`config.mk`:
```
export PLATFORM = sky130hd
export DESIGN_NAME = isbs_chain
export DESIGN_NICKNAME = d
export VERILOG_FILES = /design/src/rtl/isbs_pkg.sv /design/src/rtl/isbs_cell.sv /design/src/rtl/isbs_chain.sv
export SDC_FILE = /design/constraint.sdc
export NUM_CORES = 2
export LEC_CHECK = 0
export BUFFER_PORTS_ARGS = -buffer_cell sky130_fd_sc_hd__buf_4
export CAP_MARGIN = 20
export CELL_PAD_IN_SITES_DETAIL_PLACEMENT = 0
export CELL_PAD_IN_SITES_GLOBAL_PLACEMENT = 2
export CORE_UTILIZATION = 53
export DETAILED_ROUTE_END_ITERATION = 10
export PLACE_DENSITY = 0.87
export REMOVE_ABC_BUFFERS = 1
export SYNTH_ARGS = -nofsm -noshare
export SYNTH_HDL_FRONTEND = slang
export SYNTH_SLANG_ARGS = --single-unit
```
`constraint.sdc`:
```
create_clock -name clk -period 8.08 [get_ports clk]
set_input_delay 2.424 -clock clk [delete_from_list [all_inputs] [get_ports clk]]
set_output_delay 2.424 -clock clk [all_outputs]
set_load 0.02 [all_outputs]
```
`src/rtl/isbs_pkg.sv`:
```
// Package of the orientation sample buffer: sizes, opcodes, payload and entry types.
// Used by every module of the block; depends on nothing.
`timescale 1ns / 1ps
package isbs_pkg;

	localparam int RING_DEPTH = 32;
	localparam int IDX_W = $clog2(RING_DEPTH);
	localparam int CNT_W = $clog2(RING_DEPTH + 1);
	localparam int ADDR_W = 4;

	localparam logic [1:0] OP_ADD_QUAT = 2'd0;
	localparam logic [1:0] OP_ADD_EULER = 2'd1;
	localparam logic [1:0] OP_QUERY = 2'd2;
	localparam logic [1:0] OP_CLEAR = 2'd3;

	localparam logic [1:0] REG_RETENTION = 2'd0;
	localparam logic [1:0] REG_QUERY_LIMIT = 2'd1;
	localparam logic [1:0] REG_EULER_MATCH = 2'd2;

	localparam logic [31:0] RETENTION_RESET = 32'd100000;
	localparam logic [31:0] QUERY_LIMIT_RESET = 32'd10000;
	localparam logic [31:0] EULER_MATCH_RESET = 32'd10000;

	localparam logic signed [15:0] QUAT_ONE = 16'sd16384;

	typedef struct packed {
		logic [1:0] opcode;
		logic [31:0] sample_time;
		logic signed [15:0] quat_w;
		logic signed [15:0] quat_x;
		logic signed [15:0] quat_y;
		logic signed [15:0] quat_z;
		logic signed [15:0] roll_in;
		logic signed [15:0] pitch_in;
		logic signed [15:0] yaw_in;
	} in_t;

	typedef struct packed {
		logic found;
		logic [31:0] out_time;
		logic signed [15:0] out_quat_w;
		logic signed [15:0] out_quat_x;
		logic signed [15:0] out_quat_y;
		logic signed [15:0] out_quat_z;
		logic signed [15:0] out_roll;
		logic signed [15:0] out_pitch;
		logic signed [15:0] out_yaw;
		logic out_has_euler;
		logic [5:0] occupancy;
	} out_t;

	typedef struct packed {
		logic [31:0] stamp;
		logic signed [15:0] qw;
		logic signed [15:0] qx;
		logic signed [15:0] qy;
		logic signed [15:0] qz;
		logic signed [15:0] roll;
		logic signed [15:0] pitch;
		logic signed [15:0] yaw;
		logic euler;
	} entry_t;

	// Control from the sequencer to the chain of cells.
	typedef struct packed {
		logic shift;
		logic wr_all;
		logic wr_ang;
		logic [IDX_W-1:0] widx;
	} chain_ctl_t;

	function automatic logic [31:0] abs_diff(input logic [31:0] a, input logic [31:0] b);
		abs_diff = (a > b) ? (a - b) : (b - a);
	endfunction

endpackage

```
`src/rtl/isbs_cell.sv`:
```
// One slot of the sample chain: holds an entry, takes its neighbor's entry on a shift.
// Depends on isbs_pkg.
`timescale 1ns / 1ps
module isbs_cell (
	input  logic clk,
	input  logic shift,
	input  logic wr_all,
	input  logic wr_ang,
	input  isbs_pkg::entry_t wdata,
	input  isbs_pkg::entry_t nbr,
	output isbs_pkg::entry_t ent
);
	import isbs_pkg::*;

	entry_t ent_q;

	// A write wins over the shift so a full ring can drop and append in the same cycle.
	always_ff @(posedge clk) begin
		if (wr_all) begin
			ent_q <= wdata;
		end else if (wr_ang) begin
			ent_q.roll <= wdata.roll;
			ent_q.pitch <= wdata.pitch;
			ent_q.yaw <= wdata.yaw;
			ent_q.euler <= 1'b1;
		end else if (shift) begin
			ent_q <= nbr;
		end
	end

	assign ent = ent_q;
endmodule

```
`src/rtl/isbs_chain.sv`:
```
// Ring of sample cells kept in age order, oldest at the head; rotates toward the head.
// Depends on isbs_pkg and isbs_cell.
`timescale 1ns / 1ps
module isbs_chain (
	input  logic clk,
	input  isbs_pkg::chain_ctl_t ctl,
	input  isbs_pkg::entry_t wdata,
	output isbs_pkg::entry_t head
);
	import isbs_pkg::*;

	entry_t ents [RING_DEPTH];

	for (genvar i = 0; i < RING_DEPTH; i++) begin : g_cell
		localparam int NXT = (i + 1) % RING_DEPTH;
		isbs_cell u_cell (
			.clk(clk),
			.shift(ctl.shift),
			.wr_all(ctl.wr_all && (ctl.widx == IDX_W'(i))),
			.wr_ang(ctl.wr_ang && (ctl.widx == IDX_W'(i))),
			.wdata(wdata),
			.nbr(ents[NXT]),
			.ent(ents[i])
		);
	end

	assign head = ents[0];
endmodule

```
-- Word-level counts from Yosys, hierarchy flattened
Index checks and enable logic that the tools add are counted.
- bits in latches: 0
- word-level logic and storage cells: 640
- bits in writable memories: 0
- memories: 0
- register bits after elaboration: 4640
- ROM bits: 0
- order comparisons: 0
- reductions and logical operators: 161
- eq/ne operators: 63
- divide/modulo/power cells: 0
- add/sub/neg operators: 0
- bitwise gates (word level): 0
- multiplexer cells: 128
- shift operators: 0
- multipliers: 0
- operators by type and width (cell ; number):
    145-bit 2-to-1 mux ; 64
    96-bit 2-to-1 mux ; 32
    49-bit 2-to-1 mux ; 32
    3-bit nonzero test ; 32
    5-bit equality test (second input constant) ; 16
    1-bit logical AND ; 64
    2-bit by 1-bit inequality test with 1-bit output (second input constant) ; 32
    2-bit AND reduction ; 32
    2-bit nonzero test ; 32
    5-bit by 4-bit equality test with 1-bit output (second input constant) ; 8
    5-bit by 3-bit equality test with 1-bit output (second input constant) ; 4
    5-bit by 2-bit equality test with 1-bit output (second input constant) ; 2
    5-bit by 1-bit equality test with 1-bit output (second input constant) ; 1
    5-bit logical NOT ; 1

-- Longest topological paths before layout
- depth in word-level cells: 4
- depth in mapped cells: 8
- depth with buffers taken out: 3

-- Modules after synthesis
A second synthesis with hierarchy kept.
- cells, all modules: 10078
- area total of the unflattened synthesis: 199724.1 sq um
- modules (own cells, without submodules) (module ; area each (sq um) ; seq. area each (sq um) ; times used ; cells each):
    isbs_cell ; 6227.2 ; 4354.2 ; 32 ; 312
    isbs_chain ; 452.9 ; 0.0 ; 1 ; 94

-- Worst setup path before layout
No wires, ideal clock.
- kind: input to register
- start: input port ctl[0] (netlist name)
- end: register g_cell[1].u_cell.ent_q (netlist bit g_cell[1].u_cell.ent[100]) (enable)
- setup slack: 1.787 ns
- library setup time: 0.908 ns
- required time: 7.172 ns
- cell stages on the path: 6
- data arrival time: 5.386 ns
- cell sequence: buf_2 buf_4 clkbuf_1 or4b_2 o21ai_0 nand2_1
- word-level cells in the longest chain between the ends: 4
- ends and longest elaborated chain (element ; line ; RTL):
    from (decl) ; isbs_chain.sv:6 ; input isbs_pkg::chain_ctl_t ctl,
    5-bit by 1-bit equality test with 1-bit output (*) ; isbs_chain.sv:19, isbs_chain.sv:20 ;
    1-bit logical AND (on tied branches) ; isbs_chain.sv:20, isbs_chain.sv:19 ;
    2-bit by 1-bit inequality test with 1-bit output (no source line) or 2-bit nonzero test (tied branches) ; n/a ;
    2-bit AND reduction (no source line) (*) ; n/a ;
    to (signal assigned) ; isbs_cell.sv:20 ; ent_q <= wdata;
    to (signal assigned) ; isbs_cell.sv:27 ; ent_q <= nbr;
    to (decl) ; isbs_cell.sv:15 ; entry_t ent_q;
Mark *: on every way between the ends. The rest lies on a longest branch, timed or not.
A chain may end at the register's enable or synchronous reset.

-- Worst setup path after layout
- start: input port ctl[4] (netlist name)
- end: register g_cell[18].u_cell.ent_q (netlist bit g_cell[18].u_cell.ent[102]) (enable)
- word-level cells in the longest chain between the ends: 4
- ends and longest elaborated chain (element ; line):
    5-bit equality test (*) ; isbs_chain.sv:19, isbs_chain.sv:20
    1-bit logical AND (on tied branches) ; isbs_chain.sv:20, isbs_chain.sv:19
    2-bit by 1-bit inequality test with 1-bit output (no source line) or 2-bit nonzero test (tied branches) ; n/a
    2-bit AND reduction (no source line) (*) ; n/a
    to (signal assigned) ; isbs_cell.sv:20
    to (signal assigned) ; isbs_cell.sv:27
    to (decl) ; isbs_cell.sv:15
Marks and branches as above.

==> results.yml <==
setup_path:
  critPathMaxFanout: 98
  crit_top_cell: "buf_4"
  path_cells: "buf_4 -> nor4b_4 -> nand2_8 -> nand2_4 -> buf_4 -> buf_4"
  critPathLaunchType: "primary input"
  arrival_ns: 5.93
  criticalPathCategory: "in2reg"
  crit_path_end_kind: "flop"
  reg2reg_depth: 1
  max_stage_delay_ns: 0.89
  cp.required_ns: 8.67
  crit_slowest_cell: "buf_4"
synthesis:
  synth_common_cells: "edfxtp_1, mux2_2, clkbuf_1"
  yosysUniqueCellTypes: 33
  yosysWarnings: 0
  ys_seq_area_share_pct: 70.4
  yosysTopAreaCellShare_pct: 70.4
  ys_seq_elements: 4640
  synth_area_per_cell_um2: 18.7
  synth_flop_cell: "edfxtp_1"
  async_flop_share_pct: 0
  synthCells: 10600
  synth_top_area_cell: "edfxtp_1"
  synth_most_common_cell: "edfxtp_1"
  synthTopCellsByArea: "edfxtp_1, mux2_2, clkbuf_1, buf_2, buf_4"
  syn_area_mm2: 0.198
  synth_edf_count: 4640
timing:
  hold_viol_final: 0
  hold-worst-slack_ns: 0.485
  setup_viol: 0
  skew_ns: 0.0771
  setup_tns_ns: 0
  worst_pin_slew_ns: 1.17
  slew_violations: 0
  finalCriticalPeriod_ns: 5.35
  max_freq_mhz: 187
  fin_crit_sh_pct: 66.2
  rsz0062_at_grt: "no"
  relSlewSlack_pct: 22.1
clocking:
  clk-insertion-delay-late_ns: 0.97
  numClockSinks: 4640
  cts_buffers: 462
  cts_tree: "built"
  cts_resized: 0
  htreeDepth: 5
  ctsHoldBuffers: 0
  cts_setup_buffers: 0
  path_clk_slew_ns: 0.06
  clock-root-buffer: "clkbuf_16"
  cts_max_path_buffers: 4
floorplanning:
  ios: 299
  core-area_mm2: 0.372
  die_h_um: 613
  rows: 224
  start_util_pct: 53.2
  die_x_um: 613
  dieArea_mm2: 0.376
global_route:
  grt_max_degree: 99
  grt_use_total_pct: 23.9
  grt_pass1_vias: 99900
  grt_pass1_wl_mm: 673
  gr-total-overflow: 0
  antenna_found_initial: 20
routing:
  routed-via-count: 94600
  drtIter0Drc: 7895
  wl_per_cell_um: 28.6
  post_drt_via_cell_ratio: 5.98
  postRouteAntennaNets: 0
  drc: 0
  drtPass1Iterations: 5
  finalWirelength_mm: 452
hold_path:
  hold_path.class: "reg2reg"
  holdPathStages: 1
final_layout:
  n_fill_cell: 27000
  multi_input_area_mm2: 0.0540
  finish.utilization_pct: 58.7
  seq_area_mm2: 0.139
  nets: 10600
  largest_reg_flops: 4640
  area_growth_pct: 10.2
  drive_gt1_share_pct: 54.2
job:
  cap_violations: 0
power:
  power_density_mw_per_mm2: 243
  irDropWorstVdd_v: 0.000223
  leakagePower_uw: 0.0754
placement:
  place.gp.congestion: 0.823
  hpwl_mm: 264
  port_buffers: 298
run_status:
  outcome: "completed"
## cell families after synthesis
family,share of synthesized area (%)
flip-flops,70.4
multiplexers,26.2
buffers and inverters,2.68
AND/OR/NAND/NOR,0.501
AO/OA/AOI/OAI,0.238
## cells in the final DEF, fill, tap and decap left out, drive strengths merged, types with 17 or more instances in the layout
cell type  count
a2bb2oi       22
buf          487
bufinv        30
clkbuf       557
clkinv       242
edfxtp      4640
inv           34
mux2        4608
nand2         78
nand2b        27
o21ai         33
or2           17
## per-stage QoR
step | power, uW | setup slack, ns | instances | area, um^2
after floorplan | 31300 | -0.796 | 9500 | 193000
after detailed placement | 32800 | 1.81 | 15000 | 204000
final | 53000 | 2.73 | 15800 | 218000
after CTS | 53400 | 2.84 | 15800 | 218000
after global routing | 54500 | 2.61 | 15800 | 218000
after global placement | 32700 | 1.89 | 15000 | 204000
## cell type report
cell class / instances / area share, %
flip-flops and latches: 4640 / 63.9
clock buffers: 557 / 5.50
repair buffers: 487 / 1.88
diodes: 9 / 0.0103
well taps: 4972 / 2.85
multi-input cells: 4838 / 24.8
inverters: 22 / 0.0379
clock inverters: 293 / 1.08
## final timing paths
kind	slack [ns]	from	endpoint
worst max-delay path	2.73	ctl[4]	g_cell[18].u_cell.ent[102]
worst min-delay path	0.49	g_cell[21].u_cell.ent[90]	g_cell[20].u_cell.ent[90]
worst max register to register	6.90	g_cell[0].u_cell.ent[114]	g_cell[31].u_cell.ent[114]
worst min register to register	0.49	g_cell[21].u_cell.ent[90]	g_cell[20].u_cell.ent[90]
## per-layer routing
layer,GRT usage [%],vias up,share of wire [%]
met5,0,-,0.019
met4,8.02,14,3.4
met3,2.64,746,4.5
met2,40.6,2510,50
met1,32.1,50400,42
li1,-,41000,-
## report_power, final
group	internal [uW]	leakage, uW	switching (uW)	total [uW]
sequential	28500	0.0455	516	29000
clock	11500	0.00707	9220	20700
combinational	1400	0.0229	1850	3260
total	41400	0.0754	11600	53000
## critical path, delay by kind of cell
kind | cells | cell delay (ns)
buffers and inverters | 3 | 1.72
and+or+nand+nor | 3 | 1.57
(Power assumes the default switching activity.)
